$ cat config.mk
export PLATFORM = sky130hd
export DESIGN_NAME = hsf_front
export DESIGN_NICKNAME = d
export VERILOG_FILES = /design/src/rtl/hsf_pkg.sv /design/src/rtl/hsf_front.sv
export SDC_FILE = /design/constraint.sdc
export NUM_CORES = 1
export LEC_CHECK = 0
export BUFFER_PORTS_ARGS = -buffer_cell sky130_fd_sc_hd__clkbuf_2
export CAP_MARGIN = 20
export CORE_MARGIN = 3
export CORE_UTILIZATION = 45
export CTS_BUF_LIST = sky130_fd_sc_hd__clkbuf_16
export DETAILED_ROUTE_END_ITERATION = 7
export PLACE_DENSITY_LB_ADDON = 0.3
export REMOVE_ABC_BUFFERS = 1
export SLEW_MARGIN = 20
export SYNTH_ARGS = -nofsm -noshare
export SYNTH_HDL_FRONTEND = slang
export SYNTH_SLANG_ARGS = --single-unit
$ cat constraint.sdc
create_clock -name clk_i -period 3.19 [get_ports clk_i]
set_input_delay 0.7975 -clock clk_i [delete_from_list [all_inputs] [get_ports clk_i]]
set_output_delay 0.7975 -clock clk_i [all_outputs]
set_load 0.02 [all_outputs]
$ cat src/rtl/hsf_pkg.sv
package hsf_pkg;

  // Model size and number format.
  localparam int STATES    = 16;
  localparam int SYMBOLS   = 16;
  localparam int PROB_BITS = 16;

  // Derived widths.
  localparam int IDX_W     = $clog2(STATES);
  localparam int SYM_W     = $clog2(SYMBOLS);
  localparam int TBL_MAX   = (STATES > SYMBOLS) ? STATES : SYMBOLS;
  localparam int ADDR_W    = $clog2(STATES * TBL_MAX);
  localparam int ACC_W     = 2 * PROB_BITS + IDX_W;
  localparam int U_W       = ACC_W + PROB_BITS;
  localparam int S_W       = U_W + IDX_W;
  localparam int SUM_SHIFT = 3 * PROB_BITS - 24;
  localparam int K_W       = $clog2(PROB_BITS);

  // Input opcodes.
  localparam logic [1:0] OP_LOAD_TRANS = 2'd0;
  localparam logic [1:0] OP_LOAD_EMIT  = 2'd1;
  localparam logic [1:0] OP_LOAD_INIT  = 2'd2;
  localparam logic [1:0] OP_OBSERVE    = 2'd3;

  // Classified command kinds passed from the front to the back.
  typedef enum logic [2:0] {
    CMD_LOAD_T,
    CMD_LOAD_E,
    CMD_LOAD_I,
    CMD_OBSERVE,
    CMD_DROP
  } cmd_kind_e;

  typedef struct packed {
    cmd_kind_e             kind;
    logic [ADDR_W-1:0]     addr;
    logic [PROB_BITS-1:0]  prob;
    logic [SYM_W-1:0]      sym;
    logic                  sym_ok;
    logic                  start;
  } cmd_t;

endpackage

$ cat src/rtl/hsf_front.sv
module hsf_front (
  input  logic           clk_i,
  input  logic           rst_ni,
  input  logic           in_valid_i,
  output logic           in_ready_o,
  input  logic [1:0]     opcode_i,
  input  logic [5:0]     row_index_i,
  input  logic [7:0]     col_index_i,
  input  logic [15:0]    prob_value_i,
  input  logic [7:0]     symbol_i,
  input  logic           seq_start_i,
  output logic           cmd_valid_o,
  input  logic           cmd_ready_i,
  output hsf_pkg::cmd_t  cmd_o
);
  import hsf_pkg::*;

  cmd_t       cmd;
  logic       row_ok;
  logic       col_st_ok;
  logic       col_sym_ok;
  cmd_t       fifo_q [2];
  logic       wr_ptr_q;
  logic       rd_ptr_q;
  logic [1:0] cnt_q;
  logic       push;
  logic       pop;

  // Classify the incoming item and precompute its table address.
  assign row_ok     = int'(row_index_i) < STATES;
  assign col_st_ok  = int'(col_index_i) < STATES;
  assign col_sym_ok = int'(col_index_i) < SYMBOLS;

  always_comb begin
    cmd.addr   = '0;
    cmd.prob   = PROB_BITS'(prob_value_i);
    cmd.sym    = SYM_W'(symbol_i);
    cmd.sym_ok = int'(symbol_i) < SYMBOLS;
    cmd.start  = seq_start_i;
    cmd.kind   = CMD_DROP;
    case (opcode_i)
      OP_LOAD_TRANS: begin
        cmd.addr = ADDR_W'(row_index_i) * ADDR_W'(STATES) + ADDR_W'(col_index_i);
        if (row_ok && col_st_ok) cmd.kind = CMD_LOAD_T;
      end
      OP_LOAD_EMIT: begin
        cmd.addr = ADDR_W'(row_index_i) * ADDR_W'(SYMBOLS) + ADDR_W'(col_index_i);
        if (row_ok && col_sym_ok) cmd.kind = CMD_LOAD_E;
      end
      OP_LOAD_INIT: begin
        cmd.addr = ADDR_W'(row_index_i);
        if (row_ok) cmd.kind = CMD_LOAD_I;
      end
      OP_OBSERVE: begin
        cmd.kind = CMD_OBSERVE;
      end
      default: begin
        cmd.kind = CMD_DROP;
      end
    endcase
  end

  // Two-entry queue toward the back end.
  assign in_ready_o  = cnt_q != 2'd2;
  assign cmd_valid_o = cnt_q != 2'd0;
  assign cmd_o       = fifo_q[rd_ptr_q];
  assign push        = in_valid_i && in_ready_o;
  assign pop         = cmd_valid_o && cmd_ready_i;

  always_ff @(posedge clk_i) begin
    if (push) fifo_q[wr_ptr_q] <= cmd;
  end

  always_ff @(posedge clk_i or negedge rst_ni) begin
    if (!rst_ni) begin
      wr_ptr_q <= 1'b0;
      rd_ptr_q <= 1'b0;
      cnt_q    <= 2'd0;
    end else begin
      if (push) wr_ptr_q <= !wr_ptr_q;
      if (pop) rd_ptr_q <= !rd_ptr_q;
      if (push && !pop) cnt_q <= cnt_q + 2'd1;
      else if (pop && !push) cnt_q <= cnt_q - 2'd1;
    end
  end

endmodule

# After elaboration in Yosys (flattened, before gate mapping)
# Memories as Yosys holds them, arrays and structs flattened.
# Cells that the tools add are included.
# Widths: inputs -> output; s select.
[word_totals] register_bits=4 ram_bits=66 n_memories=1 input_bits=45 word_cells=36 out_inout_bits=35
[classes] n_eq_ne=4 n_addsub=3 muxes=9 reduce_logical=13 order_cmp=3
[mem_list] memory="fifo_q" depth=2 width=33 read_ports=1 rd_clocked_by_memory_dff=0 write_ports=1 line_no="hsf_front.sv:22" text="cmd_t fifo_q [2];"
[op_table] operator="$lt 8x5->1 const B" count=2
[op_table] operator="$pmux 8 s2" count=1
[op_table] operator="$pmux 3 s4" count=1
[op_table] operator="$mux 3" count=3
[op_table] operator="$add 8x8->8" count=1
[op_table] operator="$lt 6x5->1 const B" count=1
[op_table] operator="$logic_and 1x1->1" count=5
[op_table] operator="$eq 2x2->1 const B" count=2
[op_table] operator="$logic_not 1->1" count=4
[op_table] operator="$mux 2" count=2
[op_table] operator="$reduce_bool 2->1" count=2
[op_table] operator="$add 2x1->2 const B" count=1
[op_table] operator="$eq 2x1->1 const B" count=1
[op_table] operator="$logic_not 2->1" count=1
[op_table] operator="$mux 1" count=2
[op_table] operator="$ne 2x2->1 const B" count=1
[op_table] operator="$reduce_or 2->1" count=1
[op_table] operator="$sub 2x1->2 const B" count=1

# Longest topological paths before layout
[logic_depth] depth_word=6 ltp_mapped=7 mapped_depth_nobuf=7

# Worst setup path before layout
# No wires, ideal clock.
[synth_timing] path_type="input -> register" start="input port in_valid_i" end="memory fifo_q[0][0] (netlist name) (enable)" setup_ns=0.423 required_ns=2.767 arrival_time_ns=2.290 n_path_buf=0 setup_slack_ns=0.477 stages=2 cell_sequence="nand2_1 nor2_1"
[synth_via] elab_chain_cells=3
[synth_lines] element="from (decl)" line_no="hsf_front.sv:4" text="input logic in_valid_i,"
[synth_lines] element="$logic_and 1x1->1" line_no="hsf_front.sv:67" text="assign push = in_valid_i && in_ready_o;"
[synth_lines] element="$mux 1" line_no="hsf_front.sv:71" text="if (push) fifo_q[wr_ptr_q] <= cmd;"
[synth_lines] element="$mux 1 (implied by the code)" line_no="hsf_front.sv:71"
[synth_lines] element="to (decl)" line_no="hsf_front.sv:22"
# Every way passes these cells.

==> impl_metrics.py <==
metrics = {
    "finish": {
        "register_area_um2": 2080,
        "multi_input_area_um2": 790,
        "stdcell_area_um2": 3740,
        "final_nets": 299,
        "n_fill_cell": 486,
        "diodes": 0,
        "syn_to_final_growth_pct": 25.8,
        "drive_gt1_frac": 0.514,
    },
    "run": {
        "timing.max_cap.violations": 0,
    },
    "logic_synthesis": {
        "seq_area_frac_synth": 0.700,
        "yosys.area.top_type": "edfxtp_1",
        "synth_area_um2": 2970,
        "synth_ff_type": "edfxtp_1",
        "ys_ff_latch": 70,
        "ys_top_cells_by_count": "edfxtp_1, mux2_4, inv_1, nand2_1",
        "synth.most_common_cell": "edfxtp_1",
        "synthCells": 162,
        "synth_edf_count": 66,
        "synthTopCellsByArea": "edfxtp_1, mux2_4, dfrtp_1",
        "async_flop_share": 0.0571,
        "synth_cell_types": 26,
        "yosys_warnings": 0,
        "yosys.area.top_type_share": 0.667,
        "avgSynthCellArea_um2": 18.4,
    },
    "global_route": {
        "grt.overflow.total": 0,
        "grt_pass1_vias": 1597,
        "grt_pass1_wl_um": 7460,
        "antenna_found_initial": 0,
        "track_usage": 0.133,
        "grt_max_degree": 34,
    },
    "die": {
        "rows": 28,
        "die_w_um": 87.3,
        "start_util": 0.482,
        "die-area_um2": 7620,
        "die_h_um": 87.3,
        "ios": 80,
        "core_area_um2": 6170,
    },
    "cts": {
        "cts_buffers": 9,
        "cts_setup_buffers": 0,
        "clock_sinks": 70,
        "clkLatencyLatePin_ns": 0.32,
        "clockRootBuffer": "clkbuf_16",
        "cts-htree-levels": 3,
        "postCtsHoldBufs": 0,
        "post_cts_resized": 0,
        "clk_pin_slew_worst_paths_ns": 0.05,
        "clk_path_buf_depth": 2,
        "cts_tree": "yes",
    },
    "setup_path": {
        "crit_type": "flop to output port",
        "required_ns": 2.39,
        "cp_max_fo": 19,
        "start_kind": "flop",
        "critPathArrivalTime_ns": 1.78,
        "crit_path_end_kind": "output port",
    },
    "timing": {
        "setup_viol": 0,
        "timing.slew.headroom": 0.480,
        "max_freq_mhz": 388,
        "tightest_slew_ns": 0.781,
        "min_period_over_period": 0.807,
        "drv_slew": 0,
        "hold_slack_ns": 0.278,
        "fin_crit_ns": 2.58,
        "hold_violations": 0,
        "setup_tns_ns": 0,
        "fin_skew_ns": 0.00286,
        "grt_setup_unrepaired": "no",
    },
    "power": {
        "fin_total_pwr_mw": 3.56,
        "ir_worst_vdd_v": 0.000555,
        "p_leak_nw": 1.59,
        "powerDensity_nw_per_um2": 953,
    },
    "placement": {
        "gp_congestion": 0.803,
        "dp_hpwl_um": 3380,
        "port_buffers": 79,
        "postPlaceCellArea_um2": 3440,
    },
    "route": {
        "vias": 1588,
        "dr.pass1.iters": 4,
        "routed_via_density": 4.84,
        "ant_nets": 0,
        "wirelength_um": 4720,
        "wl_per_cell_um": 14.4,
        "drtIter0Drc": 54,
        "drc": 0,
    },
    "run_status": {
        "outcome": "complete, no violations",
    },
    "hold_path": {
        "min_path_type": "input pin to async pin",
    },
}
[through the flow]
stage / std cells / util / worst slack, ns
after floorplan: 157 / - / 0.477
final: 328 / 0.607 / 0.615
after detailed placement: 313 / 0.557 / 0.927
after CTS: 328 / 0.607 / 0.571
after global placement: 313 / 0.557 / 0.929
after global routing: 328 / 0.607 / 0.530
[final cells by class]
| cell class | instances | area share |
|---|---|---|
| multi-input combinational | 78 | 0.211 |
| clock inverter | 6 | 0.0214 |
| clock buffer | 9 | 0.0602 |
| tap | 75 | 0.0251 |
| inverter | 9 | 0.00903 |
| timing repair buffer | 81 | 0.116 |
| sequential | 70 | 0.557 |
[critical path, cell delays in order, from the launching register on]
cell,delay (ns)
dfrtp_2,0.73
buf_12,0.25
mux2_4,0.31
clkbuf_2,0.16
[layer usage]
metal  GRT usage  vias up  part of all wire
met2       0.212       56              0.49
met5           0        -                 0
met1       0.157      741              0.42
met3      0.0501        9             0.070
li1            -      782                 -
met4      0.0628        0             0.021
[report_power, final]
part	switching, mW	leakage, nW	internal (mW)	total, mW
Clock	0.329	0.154	0.671	1.00
Sequential	0.125	0.662	1.27	1.40
Combinational	0.618	0.773	0.550	1.17
[placed cells by master, fill, tap and decap left out, types with 3 or more instances in the layout]
cell	n
clkbuf_2	79
edfxtp_1	66
mux2_4	29
inv_1	11
clkbuf_16	9
nand2_1	8
o21ai_0	4
xor2_1	4
mux2_2	4
ha_1	4
nor2_1	3
a21oi_1	3
xnor2_1	3
dfrtp_1	3
[registers in the layout, summed over array words and instances, names as in the netlist]
| signal | flops |
|---|---|
| fifo_q | 66 |
| cnt_q | 2 |
| rd_ptr_q | 1 |
| wr_ptr_q | 1 |
[path summary, 6_finish.rpt]
path | startpoint | endpoint | slack [ns] | cells after the start
worst max-delay path | rd_ptr_q | cmd_o[7] | 0.61 | 3
worst min-delay path | rst_ni | cnt_q[0] | 0.28 | 1
worst max register to register | cnt_q[0] | fifo_q[1][21] | 1.54 | 2
worst min register to register | cnt_q[1] | cnt_q[1] | 0.50 | 1
max in group asynchronous | rst_ni | rd_ptr_q | 2.77 | 1
min in group clk_i | cnt_q[1] | cnt_q[1] | 0.50 | 1
[cell families after synthesis]
kind of cell	Yosys count	share of synthesized area
DFF	70	0.700
muxes	33	0.162
and+or+nand+nor	21	0.0333
buffers and inverters	14	0.0370
AOI/OAI and AO/OA	12	0.0236
xor gates and xnor gates	7	0.0206
adders and majority gates	5	0.0236
Power figures use the tool's default switching activity.
